[config.mk]
export PLATFORM = sky130hd
export DESIGN_NAME = bright_spot_tracker
export DESIGN_NICKNAME = d
export VERILOG_FILES = /design/src/sv/bst_pkg.sv /design/src/sv/bst_front.sv /design/src/sv/bst_queue.sv /design/src/sv/bst_back.sv /design/src/sv/bright_spot_tracker.sv
export SDC_FILE = /design/constraint.sdc
export NUM_CORES = 1
export LEC_CHECK = 0
export ABC_CLOCK_PERIOD_IN_PS = 5700
export BUFFER_PORTS_ARGS = -buffer_cell sky130_fd_sc_hd__buf_2
export CORE_ASPECT_RATIO = 0.9
export CORE_MARGIN = 2
export CORE_UTILIZATION = 40
export DETAILED_ROUTE_END_ITERATION = 10
export PLACE_DENSITY = 0.59
export SYNTH_ARGS = -nofsm -noshare
export SYNTH_HDL_FRONTEND = slang
export SYNTH_SLANG_ARGS = --single-unit
[constraint.sdc]
create_clock -name i_clk -period 5.7 [get_ports i_clk]
set_input_delay 0.855 -clock i_clk [delete_from_list [all_inputs] [get_ports i_clk]]
set_output_delay 0.855 -clock i_clk [all_outputs]
set_load 0.05 [all_outputs]
[src/sv/bst_pkg.sv]
package bst_pkg;

    // field and register widths
    localparam int SAMPLE_W = 8;
    localparam int DIMREG_W = 12;
    localparam int POS_W    = 14;
    localparam int CFG_W    = 14;
    localparam int IDX_W    = 3;

    // effective dimension width, covers the largest allowed line or frame (4096)
    localparam int DIM_W = 13;

    // scale of the output coordinates
    localparam int unsigned SCALE = 10000;

    // defaults of the frame size limits
    localparam int MAX_LINE_DEF = 2048;
    localparam int MAX_ROWS_DEF = 2048;

    // depth of the frame queue between front and back
    localparam int QUEUE_DEPTH = 2;

    // register map
    localparam logic [IDX_W-1:0] REG_FRAME_WIDTH  = 3'd0;
    localparam logic [IDX_W-1:0] REG_FRAME_HEIGHT = 3'd1;
    localparam logic [IDX_W-1:0] REG_JUMP_LIMIT   = 3'd2;
    localparam logic [IDX_W-1:0] REG_START_X      = 3'd3;
    localparam logic [IDX_W-1:0] REG_START_Y      = 3'd4;

    // register reset values
    localparam logic [DIMREG_W-1:0] FRAME_WIDTH_RST  = 12'd640;
    localparam logic [DIMREG_W-1:0] FRAME_HEIGHT_RST = 12'd480;
    localparam logic [CFG_W-1:0]    JUMP_LIMIT_RST   = 14'd1500;
    localparam logic [POS_W-1:0]    START_X_RST      = 14'd960;
    localparam logic [POS_W-1:0]    START_Y_RST      = 14'd540;

    // start register write: reloads the last accepted point
    typedef struct packed {
        logic             ld_x;
        logic             ld_y;
        logic [POS_W-1:0] value;
    } t_start_ld;

endpackage

[src/sv/bst_front.sv]
module bst_front #(
    parameter int MAX_LINE = bst_pkg::MAX_LINE_DEF,
    parameter int MAX_ROWS = bst_pkg::MAX_ROWS_DEF
) (
    input  logic                              i_clk,
    input  logic                              i_rst_n,
    input  logic                              i_take,
    input  logic [bst_pkg::SAMPLE_W-1:0]      i_sample,
    input  logic                              i_frame_end,
    input  logic [bst_pkg::DIMREG_W-1:0]      i_frame_width,
    input  logic [bst_pkg::DIMREG_W-1:0]      i_frame_height,
    output logic                              o_push,
    output logic [$clog2(MAX_LINE)+$clog2(MAX_ROWS)+2*bst_pkg::DIM_W-1:0] o_job
);

    localparam int CW = $clog2(MAX_LINE);
    localparam int RW = $clog2(MAX_ROWS);
    localparam int DW = bst_pkg::DIM_W;

    logic [CW-1:0] r_col, n_col;
    logic [RW-1:0] r_row, n_row;
    logic [bst_pkg::SAMPLE_W-1:0] r_best_val, n_best_val;
    logic [CW-1:0] r_best_col, n_best_col;
    logic [RW-1:0] r_best_row, n_best_row;

    logic [DW-1:0] w_eff, h_eff;
    logic          take_best;
    logic [CW-1:0] sel_col;
    logic [RW-1:0] sel_row;

    // zero counts as one, oversize clamps to the limit
    always_comb begin
        if (i_frame_width == '0) begin
            w_eff = DW'(1);
        end else if (DW'(i_frame_width) > DW'(MAX_LINE)) begin
            w_eff = DW'(MAX_LINE);
        end else begin
            w_eff = DW'(i_frame_width);
        end
        if (i_frame_height == '0) begin
            h_eff = DW'(1);
        end else if (DW'(i_frame_height) > DW'(MAX_ROWS)) begin
            h_eff = DW'(MAX_ROWS);
        end else begin
            h_eff = DW'(i_frame_height);
        end
    end

    // first pixel of a frame always wins, later only on strictly greater
    assign take_best = ((r_col == '0) && (r_row == '0)) || (i_sample > r_best_val);
    assign sel_col   = take_best ? r_col : r_best_col;
    assign sel_row   = take_best ? r_row : r_best_row;

    assign o_push = i_take && i_frame_end;
    assign o_job  = {sel_col, sel_row, w_eff, h_eff};

    always_comb begin
        n_col      = r_col;
        n_row      = r_row;
        n_best_val = r_best_val;
        n_best_col = r_best_col;
        n_best_row = r_best_row;
        if (i_take) begin
            if (i_frame_end) begin
                n_col      = '0;
                n_row      = '0;
                n_best_val = '0;
                n_best_col = '0;
                n_best_row = '0;
            end else begin
                n_best_val = take_best ? i_sample : r_best_val;
                n_best_col = sel_col;
                n_best_row = sel_row;
                if ((DW'(r_col) + DW'(1)) >= w_eff) begin
                    n_col = '0;
                    if ((DW'(r_row) + DW'(1)) < h_eff) begin
                        n_row = r_row + RW'(1);
                    end
                end else begin
                    n_col = r_col + CW'(1);
                end
            end
        end
    end

    always_ff @(posedge i_clk) begin
        if (!i_rst_n) begin
            r_col      <= '0;
            r_row      <= '0;
            r_best_val <= '0;
            r_best_col <= '0;
            r_best_row <= '0;
        end else begin
            r_col      <= n_col;
            r_row      <= n_row;
            r_best_val <= n_best_val;
            r_best_col <= n_best_col;
            r_best_row <= n_best_row;
        end
    end

endmodule

[src/sv/bst_queue.sv]
module bst_queue #(
    parameter int W = 48
) (
    input  logic         i_clk,
    input  logic         i_rst_n,
    input  logic         i_push,
    input  logic [W-1:0] i_data,
    input  logic         i_pop,
    output logic [W-1:0] o_data,
    output logic         o_empty,
    output logic         o_full
);

    localparam int DEPTH = bst_pkg::QUEUE_DEPTH;
    localparam int AW    = (DEPTH > 1) ? $clog2(DEPTH) : 1;
    localparam int CNTW  = $clog2(DEPTH + 1);

    logic [W-1:0]    r_mem [DEPTH];
    logic [AW-1:0]   r_wp, r_rp;
    logic [CNTW-1:0] r_cnt;

    assign o_empty = (r_cnt == '0);
    assign o_full  = (r_cnt == CNTW'(DEPTH));
    assign o_data  = r_mem[r_rp];

    always_ff @(posedge i_clk) begin
        if (i_push) begin
            r_mem[r_wp] <= i_data;
        end
    end

    always_ff @(posedge i_clk) begin
        if (!i_rst_n) begin
            r_wp  <= '0;
            r_rp  <= '0;
            r_cnt <= '0;
        end else begin
            if (i_push) begin
                r_wp <= (r_wp == AW'(DEPTH - 1)) ? '0 : r_wp + AW'(1);
            end
            if (i_pop) begin
                r_rp <= (r_rp == AW'(DEPTH - 1)) ? '0 : r_rp + AW'(1);
            end
            if (i_push && !i_pop) begin
                r_cnt <= r_cnt + CNTW'(1);
            end else if (i_pop && !i_push) begin
                r_cnt <= r_cnt - CNTW'(1);
            end
        end
    end

endmodule

[src/sv/bst_back.sv]
module bst_back #(
    parameter int MAX_LINE = bst_pkg::MAX_LINE_DEF,
    parameter int MAX_ROWS = bst_pkg::MAX_ROWS_DEF
) (
    input  logic                          i_clk,
    input  logic                          i_rst_n,
    input  logic [$clog2(MAX_LINE)+$clog2(MAX_ROWS)+2*bst_pkg::DIM_W-1:0] i_job,
    input  logic                          i_empty,
    output logic                          o_pop,
    input  logic [bst_pkg::CFG_W-1:0]     i_jump_limit,
    input  bst_pkg::t_start_ld            i_start_ld,
    output logic                          o_valid,
    input  logic                          i_stall,
    output logic [bst_pkg::POS_W-1:0]     o_pos_x,
    output logic [bst_pkg::POS_W-1:0]     o_pos_y,
    output logic                          o_valid_res
);

    localparam int CW   = $clog2(MAX_LINE);
    localparam int RW   = $clog2(MAX_ROWS);
    localparam int DW   = bst_pkg::DIM_W;
    localparam int PW   = bst_pkg::POS_W;
    // numerator and quotient width: index times the scale
    localparam int NW   = ((CW > RW) ? CW : RW) + PW;
    localparam int CNTW = $clog2(NW);

    typedef enum logic [3:0] {
        S_IDLE  = 4'b0001,
        S_DIVX  = 4'b0010,
        S_DIVY  = 4'b0100,
        S_CHECK = 4'b1000
    } t_state;

    t_state r_state;

    logic [CW-1:0] job_col;
    logic [RW-1:0] job_row;
    logic [DW-1:0] job_w, job_h;

    logic [NW-1:0]   r_num, r_ynum, r_sx, r_last_x, r_last_y;
    logic [DW-1:0]   r_rem, r_den, r_yden;
    logic [CNTW-1:0] r_cnt;

    logic [DW:0]   rem_sh;
    logic          ge;
    logic [DW-1:0] n_rem;
    logic [NW-1:0] n_num;

    logic [NW-1:0] dx, dy;
    logic          pass, out_free, load_out;

    logic [PW-1:0] r_pos_x, r_pos_y;
    logic          r_out_valid, r_valid_res;

    assign {job_col, job_row, job_w, job_h} = i_job;
    assign o_pop = (r_state == S_IDLE) && !i_empty;

    // one restoring division step a cycle
    assign rem_sh = {r_rem, r_num[NW-1]};
    assign ge     = rem_sh >= {1'b0, r_den};
    assign n_rem  = ge ? DW'(rem_sh - {1'b0, r_den}) : DW'(rem_sh);
    assign n_num  = {r_num[NW-2:0], ge};

    // r_num holds the y quotient in the check state
    assign dx       = (r_sx > r_last_x) ? r_sx - r_last_x : r_last_x - r_sx;
    assign dy       = (r_num > r_last_y) ? r_num - r_last_y : r_last_y - r_num;
    assign pass     = (dx < NW'(i_jump_limit)) && (dy < NW'(i_jump_limit));
    assign out_free = !r_out_valid || !i_stall;
    assign load_out = (r_state == S_CHECK) && out_free;

    always_ff @(posedge i_clk) begin
        case (r_state)
            S_IDLE: begin
                r_num  <= NW'(job_col) * NW'(bst_pkg::SCALE);
                r_ynum <= NW'(job_row) * NW'(bst_pkg::SCALE);
                r_den  <= job_w;
                r_yden <= job_h;
                r_rem  <= '0;
                r_cnt  <= CNTW'(NW - 1);
            end
            S_DIVX: begin
                r_cnt <= r_cnt - CNTW'(1);
                if (r_cnt == '0) begin
                    r_sx  <= n_num;
                    r_num <= r_ynum;
                    r_den <= r_yden;
                    r_rem <= '0;
                    r_cnt <= CNTW'(NW - 1);
                end else begin
                    r_num <= n_num;
                    r_rem <= n_rem;
                end
            end
            S_DIVY: begin
                r_cnt <= r_cnt - CNTW'(1);
                r_num <= n_num;
                r_rem <= n_rem;
            end
            default: begin
            end
        endcase
        if (load_out) begin
            r_pos_x     <= pass ? PW'(NW'(bst_pkg::SCALE) - r_sx) : '0;
            r_pos_y     <= pass ? PW'(r_num) : '0;
            r_valid_res <= pass;
        end
    end

    always_ff @(posedge i_clk) begin
        if (!i_rst_n) begin
            r_state     <= S_IDLE;
            r_out_valid <= 1'b0;
            r_last_x    <= NW'(bst_pkg::START_X_RST);
            r_last_y    <= NW'(bst_pkg::START_Y_RST);
        end else begin
            case (r_state)
                S_IDLE: begin
                    if (!i_empty) begin
                        r_state <= S_DIVX;
                    end
                end
                S_DIVX: begin
                    if (r_cnt == '0) begin
                        r_state <= S_DIVY;
                    end
                end
                S_DIVY: begin
                    if (r_cnt == '0) begin
                        r_state <= S_CHECK;
                    end
                end
                S_CHECK: begin
                    if (out_free) begin
                        r_state <= S_IDLE;
                    end
                end
                default: begin
                    r_state <= S_IDLE;
                end
            endcase

            if (load_out) begin
                r_out_valid <= 1'b1;
            end else if (!i_stall) begin
                r_out_valid <= 1'b0;
            end

            if (i_start_ld.ld_x) begin
                r_last_x <= NW'(i_start_ld.value);
            end else if (load_out && pass) begin
                r_last_x <= r_sx;
            end
            if (i_start_ld.ld_y) begin
                r_last_y <= NW'(i_start_ld.value);
            end else if (load_out && pass) begin
                r_last_y <= r_num;
            end
        end
    end

    assign o_valid     = r_out_valid;
    assign o_pos_x     = r_pos_x;
    assign o_pos_y     = r_pos_y;
    assign o_valid_res = r_valid_res;

`ifndef SYNTH
    a_pop_has_job: assert property (@(posedge i_clk) disable iff (!i_rst_n)
        o_pop |-> !i_empty)
        else $error("pop from empty frame queue");

    a_reject_zero: assert property (@(posedge i_clk) disable iff (!i_rst_n)
        (o_valid && !o_valid_res) |-> (o_pos_x == '0) && (o_pos_y == '0))
        else $error("rejected spot carries a position");

    a_divx_to_divy: assert property (@(posedge i_clk) disable iff (!i_rst_n)
        ((r_state == S_DIVX) && (r_cnt == '0)) |=> (r_state == S_DIVY))
        else $error("x division did not hand over to y");

    a_last_follows: assert property (@(posedge i_clk) disable iff (!i_rst_n)
        (load_out && pass && !i_start_ld.ld_x) |=> (r_last_x == $past(r_sx)))
        else $error("accepted spot not stored");

    a_out_on_check: assert property (@(posedge i_clk) disable iff (!i_rst_n)
        load_out |=> (o_valid && (r_state == S_IDLE)))
        else $error("result load did not present an item");
`endif

endmodule

[src/sv/bright_spot_tracker.sv]
// Pixel side: one item per cycle; i_valid is taken whenever the two-entry frame
//   queue has room (o_stall = queue full).
// Result: the frame_end item pushes a job into the queue, the back end pops it, the
//   bit-serial divider computes x then y, and the check loads the output register.
// Short frames can fill the queue before the divider drains it, stalling the pixel side.
// Reset (synchronous, active low): registers to defaults, counters and best spot cleared.
module bright_spot_tracker #(
    parameter int MAX_LINE = bst_pkg::MAX_LINE_DEF,
    parameter int MAX_ROWS = bst_pkg::MAX_ROWS_DEF
) (
    input  logic                            i_clk,
    input  logic                            i_rst_n,
    // pixel items
    input  logic                            i_valid,
    output logic                            o_stall,
    input  logic [bst_pkg::SAMPLE_W-1:0]    i_sample,
    input  logic                            i_frame_end,
    // result items
    output logic                            o_valid,
    input  logic                            i_stall,
    output logic [bst_pkg::POS_W-1:0]       o_pos_x,
    output logic [bst_pkg::POS_W-1:0]       o_pos_y,
    output logic                            o_valid_res,
    // register writes
    input  logic                            i_cfg_we,
    input  logic [bst_pkg::IDX_W-1:0]       i_cfg_idx,
    input  logic [bst_pkg::CFG_W-1:0]       i_cfg_wdata
);

    localparam int JW = $clog2(MAX_LINE) + $clog2(MAX_ROWS) + 2 * bst_pkg::DIM_W;

    // config registers
    logic [bst_pkg::DIMREG_W-1:0] r_frame_width;
    logic [bst_pkg::DIMREG_W-1:0] r_frame_height;
    logic [bst_pkg::CFG_W-1:0]    r_jump_limit;
    bst_pkg::t_start_ld           start_ld;

    // front to queue to back
    logic          take, push, pop, q_empty, q_full;
    logic [JW-1:0] job_in, job_out;

    always_ff @(posedge i_clk) begin
        if (!i_rst_n) begin
            r_frame_width  <= bst_pkg::FRAME_WIDTH_RST;
            r_frame_height <= bst_pkg::FRAME_HEIGHT_RST;
            r_jump_limit   <= bst_pkg::JUMP_LIMIT_RST;
        end else if (i_cfg_we) begin
            case (i_cfg_idx)
                bst_pkg::REG_FRAME_WIDTH:  r_frame_width  <= i_cfg_wdata[bst_pkg::DIMREG_W-1:0];
                bst_pkg::REG_FRAME_HEIGHT: r_frame_height <= i_cfg_wdata[bst_pkg::DIMREG_W-1:0];
                bst_pkg::REG_JUMP_LIMIT:   r_jump_limit   <= i_cfg_wdata;
                default: begin
                end
            endcase
        end
    end

    // start writes go straight into the back end's last accepted point
    assign start_ld.ld_x  = i_cfg_we && (i_cfg_idx == bst_pkg::REG_START_X);
    assign start_ld.ld_y  = i_cfg_we && (i_cfg_idx == bst_pkg::REG_START_Y);
    assign start_ld.value = i_cfg_wdata;

    // the pixel side only stalls on a full frame queue
    assign o_stall = q_full;
    assign take    = i_valid && !q_full;

    bst_front #(
        .MAX_LINE (MAX_LINE),
        .MAX_ROWS (MAX_ROWS)
    ) u_front (
        .i_clk          (i_clk),
        .i_rst_n        (i_rst_n),
        .i_take         (take),
        .i_sample       (i_sample),
        .i_frame_end    (i_frame_end),
        .i_frame_width  (r_frame_width),
        .i_frame_height (r_frame_height),
        .o_push         (push),
        .o_job          (job_in)
    );

    bst_queue #(
        .W (JW)
    ) u_queue (
        .i_clk   (i_clk),
        .i_rst_n (i_rst_n),
        .i_push  (push),
        .i_data  (job_in),
        .i_pop   (pop),
        .o_data  (job_out),
        .o_empty (q_empty),
        .o_full  (q_full)
    );

    bst_back #(
        .MAX_LINE (MAX_LINE),
        .MAX_ROWS (MAX_ROWS)
    ) u_back (
        .i_clk        (i_clk),
        .i_rst_n      (i_rst_n),
        .i_job        (job_out),
        .i_empty      (q_empty),
        .o_pop        (pop),
        .i_jump_limit (r_jump_limit),
        .i_start_ld   (start_ld),
        .o_valid      (o_valid),
        .i_stall      (i_stall),
        .o_pos_x      (o_pos_x),
        .o_pos_y      (o_pos_y),
        .o_valid_res  (o_valid_res)
    );

endmodule
== After elaboration in Yosys (flattened, before gate mapping) ==
Memories as Yosys holds them, arrays and structs flattened. A register that Yosys moved wholly into a read port is not among the register bits.
Index checks and enable logic that the tools add are counted.
Storage, ports and cells
  bits of input ports: 31
  register bits after elaboration: 293
  memories: 1
  RAM bits: 96
Memories
  u_queue.r_mem: depth 2, bits a word 48, rd ports 1, clocked after memory_dff 1, wr ports 1, RTL line bst_queue.sv:18  | logic [W-1:0] r_mem [DEPTH];
Cells by class
  bitwise logic cells: 1
  equal/unequal tests: 14
  multiply operators: 2
  reductions and logical operators: 44
  mux-type cells: 45
  order comparisons: 10
  $add $sub $neg: 15
Operator list (number)
  25-bit subtractor: 4
  11-bit two-way mux: 9
  25-bit two-way mux: 3
  25-bit case mux with 3 select lines: 1
  13-bit two-way mux: 5
  14-bit two-way mux: 4
  25-bit greater-than comparator: 2
  25-bit by 14-bit less-than comparator with 1-bit output: 2
  11-bit by 10-bit multiplier with 21-bit output (second input constant): 2
  13-bit case mux with 3 select lines: 1
  13-bit case mux with 2 select lines: 1
  11-bit by 1-bit adder with 12-bit output (second input constant): 2
  12-bit greater-than comparator (second input constant): 2
  12-bit zero test: 2
  12-bit two-way mux: 2
  11-bit by 1-bit adder with 11-bit output (second input constant): 2
  11-bit zero test: 2
  4-bit two-way mux: 4
  8-bit two-way mux: 2
  4-bit case mux with 4 select lines: 1
  5-bit case mux with 3 select lines: 1
  14-bit by 13-bit >= comparator with 1-bit output: 1
  2-bit nonzero test: 7
  14-bit subtractor (first input constant): 1
  other kinds (33): 68

== Longest topological paths before layout ==
  word-level depth: 8
  mapped depth: 26
  mapped depth without buffers: 25

== Cells and area by module ==
A second synthesis with hierarchy kept.
Second synthesis, totals
  cells, all modules: 2838
  area, all modules: 27341.2 µm²
By module, submodules not included
  bst_back: cells an instance 2042, times used 1, area an instance 18427.7 µm²
  bst_queue: cells an instance 171, times used 1, area an instance 3682.3 µm²
  bst_front: cells an instance 469, times used 1, area an instance 3672.3 µm²
  bright_spot_tracker: cells an instance 156, times used 1, area an instance 1559.0 µm²

== Least setup slack after synthesis ==
OpenSTA, ideal clock, no wires.
  path type: reg2reg
  start point: register u_back.r_state[1]
  end point: register u_queue.r_cnt[1]
  setup slack: -438 ps
  library setup time: 76 ps
  cell stages (with the launch flop): 6
  buffers on the path: 0
  period minus slack after synthesis: 6138 ps
  data arrival time: 6063 ps
  cell sequence: dfxtp_1 nor4b_1 o21ai_0 ha_1 or3_1 a21boi_0
Between the ends
  longest elaborated chain between the ends: 5
  elaborated cells on any way between the ends: 7
  those cells by class: eq/ne (1); mux (1); reduce/logical (5)
Ends and longest elaborated chain
  from (decl): RTL line bst_back.sv:34  | t_state r_state;
  from (signal assigned): RTL line bst_back.sv:111  | r_state <= S_IDLE;
  from (signal assigned): RTL line bst_back.sv:119  | r_state <= S_DIVX;
  from (signal assigned): RTL line bst_back.sv:124  | r_state <= S_DIVY;
  4-bit by 1-bit equality test with 1-bit output (*): RTL line bst_back.sv:56  | assign o_pop = (r_state == S_IDLE) && !i_empty;
  1-bit logical AND (*): RTL line bst_back.sv:56
  1-bit zero test: RTL line bst_queue.sv:44  | if (i_push && !i_pop) begin
  1-bit logical AND: RTL line bst_queue.sv:44
  2-bit two-way mux or 2-bit nonzero test (tied branches)
  to (signal assigned): RTL line bst_queue.sv:45  | r_cnt <= r_cnt + CNTW'(1);
  to (signal assigned): RTL line bst_queue.sv:47  | r_cnt <= r_cnt - CNTW'(1);
  to (decl): RTL line bst_queue.sv:20  | logic [CNTW-1:0] r_cnt;
Every way passes the cells marked *; elsewhere a longest branch is shown, timed or not.
A chain may end at the register's enable or synchronous reset.

== Final worst setup path ==
  start point: register u_back.r_num[2]
  end point: register u_back.r_pos_x[1], in the netlist u_back.o_pos_x[1], data pin
Between the ends
  longest elaborated chain between the ends: 4
  elaborated cells on any way between the ends: 6
  those cells by class: add/sub (2); order compare (2); mux (1); reduce/logical (1)
Ends and longest elaborated chain
  from (decl): RTL line bst_back.sv:40  | logic [NW-1:0] r_num, r_ynum, r_sx, r_last_x, r_last_y;
  from (signal assigned): RTL line bst_back.sv:74  | r_num <= NW'(job_col) * NW'(bst_pkg::SCALE);
  from (signal assigned): RTL line bst_back.sv:85  | r_num <= r_ynum;
  from (signal assigned): RTL line bst_back.sv:90  | r_num <= n_num;
  25-bit subtractor or 25-bit greater-than comparator (tied branches): RTL line bst_back.sv:66  | assign dy = (r_num > r_last_y) ? r_num - r_last_y : r_last_y - r_num;
  25-bit two-way mux (*): RTL line bst_back.sv:66
  25-bit by 14-bit less-than comparator with 1-bit output (*): RTL line bst_back.sv:67  | assign pass = (dx < NW'(i_jump_limit)) && (dy < NW'(i_jump_limit));
  1-bit logical AND (*): RTL line bst_back.sv:67
  named net u_back.pass: RTL line bst_back.sv:50  | logic pass, out_free, load_out;
  to (signal assigned): RTL line bst_back.sv:103  | r_pos_x <= pass ? PW'(NW'(bst_pkg::SCALE) - r_sx) : '0;
  to (decl): RTL line bst_back.sv:52  | logic [PW-1:0] r_pos_x, r_pos_y;
The timed path passes the listed nets; every way through them passes the cells marked *.

==> run summary <==
Status: finished with violations
Violated checks: DRC, setup timing
Worst setup path category: flop to flop
DRT iter0 DRCs: 1,415
CTS Buf Count: 43
Layout Cells excl Fill: 3,967
Cts hold-fix bufs: 0
Core ar.: 0.0657 sq mm
Util after Layout: 48.2%
Startpoint types: flop
Die Span Y: 249 um
First drt pass iteration count: 8
WL final: 79.0 mm
Number of buffers inserted by port buffering: 61
Minimum clock period: 5.88 ns
Max_slew headroom: 15.2%
CTS max path bufs: 3
Number of remaining DRC errors: 3
Max Slew Vio Count: 0
Max-cap violations: 0
Netlist cell types: 87
Initial core utilization: 40.5%
Min-delay src: r_jump_limit[13]
DP Cell Count: 3,864
PwrDens: 548 mW/mm^2
Fin Hold WS: 0.477 ns
FFs w/ async S/R, synth: 0%
Final #Nets: 3,428
Worst EP required: 6.15 ns
Clk Latency, worst-skew pair: 0.58 ns
Initial antenna violation count: 0
Post-Synthesis Cell Area: 0.0266 sq mm
RSZ-0062 raised after global routing: yes
R2r endpoint: u_back.o_pos_x[1]
Syn Nets: 3,177
R2r setup slk: -0.18 ns
CTS sink count: 384
Clk_skew: 0.0193 ns
Synthesis Warnings: 0
CP arrival: 6.33 ns
Mapped Cells: 2,817
Worst setup margin: -0.175 ns
Diodes inserted: 0
Critical Path Sink Type: flop
TritonCTS clock tree: done
FMAX: 0.170 GHz
Place WS: -0.554 ns
Pin count of the biggest net entering global routing: 85
Actual slew at the worst max-slew pin: 1.27 ns
Fin crit share: 103%
Via density: 5.53
GP Congestion: 0.967
Area grow syn2layout: 19.0%
Worst-path clk slew: 0.06 ns
Design area: 0.0316 sq mm
Syn avg cell area: 9.44 sq um
Commonest non-fill, non-tap cell in the layout: inv_1
Layout cells sized above 1: 18.2%
Crit path max fanout: 27
Final hold vios: 0
Boundary Pins: 62
Total Negative Setup Slacks: -5.14 ns
Endpoints failing setup: 77
RR Startpoint: u_back.r_num[2]
Number of synthesized flops with an enable pin: 234
Final ANT Viol Nets: 0
Worst hold path class: flop to flop
Worst reg2reg path depth: 24
Post-DP HPWL: 60.9 mm
Leak: 13.4 nW
Pwr Total: 17.3 mW
CTS HTree Levels: 2
Seq/Total Area, Yosys: 37.7%
Vias in the first global route: 21,763
Peak supply drop: 441 uV
Rows: 89
All-Layer GR Usage: 22.7%
DIE WIDTH: 276 um
Most frequent cells in the layout: inv_1, ha_1, buf_4
Post-synth top flop: edfxtp_1
Flops & latches, synth: 384
Drt wl/cell: 19.9 um
Full die area: 0.0685 sq mm
CTS Root Cell: clkbuf_16
First-pass GRT wire length: 122 mm
Vias: 21,920
Hold depth: 2
Dpl cell area: 0.0295 sq mm
Hold EP: r_jump_limit[13]
Aggregate global routing overflow: 0
cell families after synthesis:
kind of cell | after synthesis | synth area share (%)
flops | 384 | 37.7
buf+inv | 448 | 6.57
simple gates | 756 | 13.7
mux | 109 | 4.34
xor+xnor | 107 | 3.53
fa+ha+maj | 329 | 16.8
compound gates | 684 | 17.3
repair_timing:
item,4_1_cts,5_1_grt
cloned,2,2
resized for setup,32,62
pin swaps,37,17
setup endpoints to repair,79,81
hold endpoints to repair,0,0
setup buffers,13,7
routing by layer:
layer	wire length, um	share of wire, %	global-route usage, %
met5	0	0	0
met1	35100	44	30.4
met4	2600	3.3	7.68
met3	3820	4.8	2.70
met2	37400	47	37.7
sequential cells by signal (all words and copies together) (netlist names), 12 cells and up, named ones only:
signal and cells:
u_back.r_last_y 25, u_back.r_ynum 21, u_back.r_sx 25, u_back.r_num 25, r_frame_height 12, u_back.r_last_x 25, u_back.r_yden 12, u_back.o_pos_y 14
u_queue.r_mem 92, u_back.r_rem 13, r_frame_width 12, u_back.r_den 12, u_back.o_pos_x 14, r_jump_limit 14
power breakdown:
group | switching [mW] | leakage, nW | internal [mW]
Combinational | 5.85 | 9.13 | 4.60
Clock | 1.21 | 0.694 | 1.62
Sequential | 0.215 | 3.55 | 3.83
final cells by class:
class	count	area (sq um)
Clock inverter	24	244
Inverter	308	1160
Sequential cell	384	10000
Timing Repair Buffer	346	2660
Multi-Input combinational cell	1985	15300
Fill cell	6192	34100
Tap cell	864	1080
Clock buffer	56	1190
worst max path at each step:
stage / endpoint / start / slack, ns / depth (start not counted)
after floorplan: u_back.o_pos_x[10] / u_back.r_num[17] / 0.006 / 24
after global placement: u_back.r_last_y[20] / u_back.r_last_y[13] / -0.32 / 25
after detailed placement: u_back.r_last_x[13] / u_back.r_last_y[13] / -0.55 / 25
after CTS: u_back.r_last_x[9] / u_back.r_num[15] / -0.08 / 28
after global routing: u_back.r_last_x[13] / u_back.r_num[14] / -0.40 / 27
final: u_back.o_pos_x[1] / u_back.r_num[2] / -0.18 / 24
Yosys cell counts (17+ instances only):
cell type | n | area share, %
nor3_1 | 78 | 1.5
a21oi_1 | 167 | 3.1
edfxtp_1 | 234 | 26
nor2b_1 | 47 | 1.1
a22oi_1 | 45 | 1.3
dfxtp_1 | 150 | 11
xor2_1 | 39 | 1.3
a21o_1 | 37 | 1.0
o211ai_1 | 28 | 0.79
inv_1 | 308 | 4.3
o21ai_0 | 126 | 2.4
nand3_1 | 72 | 1.4
o21bai_1 | 21 | 0.59
nor4_1 | 18 | 0.42
ha_1 | 284 | 13
nand2_1 | 227 | 3.2
xnor2_1 | 68 | 2.2
mux2_2 | 50 | 2.1
a211oi_1 | 19 | 0.54
buf_2 | 33 | 0.62
mux2i_1 | 58 | 2.2
and3_1 | 17 | 0.40
nand4_1 | 33 | 0.78
a31oi_1 | 20 | 0.47
a311oi_1 | 21 | 0.69
o21a_1 | 37 | 1.0
clkbuf_1 | 95 | 1.3
nor2_1 | 173 | 2.4
a21boi_0 | 42 | 1.2
fa_1 | 45 | 3.4
worst max-delay path, cell delays in order, from the launching register on:
cell	delay, ns
edfxtp_1	0.45
ha_2	0.43
nand4_1	0.36
nor4_4	0.31
buf_4	0.15
a21o_1	0.12
buf_6	0.12
a31oi_4	0.05
nand2_1	0.11
o31ai_2	0.08
o31ai_1	0.28
xor2_1	0.31
ha_1	0.32
nand3_2	0.11
o31ai_2	0.07
a221oi_2	0.20
o211ai_1	0.23
or4_1	0.46
nor4b_2	0.28
o211ai_1	0.17
buf_4	0.16
or4b_4	0.49
buf_12	0.19
nor2_4	0.12
and2_1	0.14
Note: power is estimated with default switching activity, not from simulation.
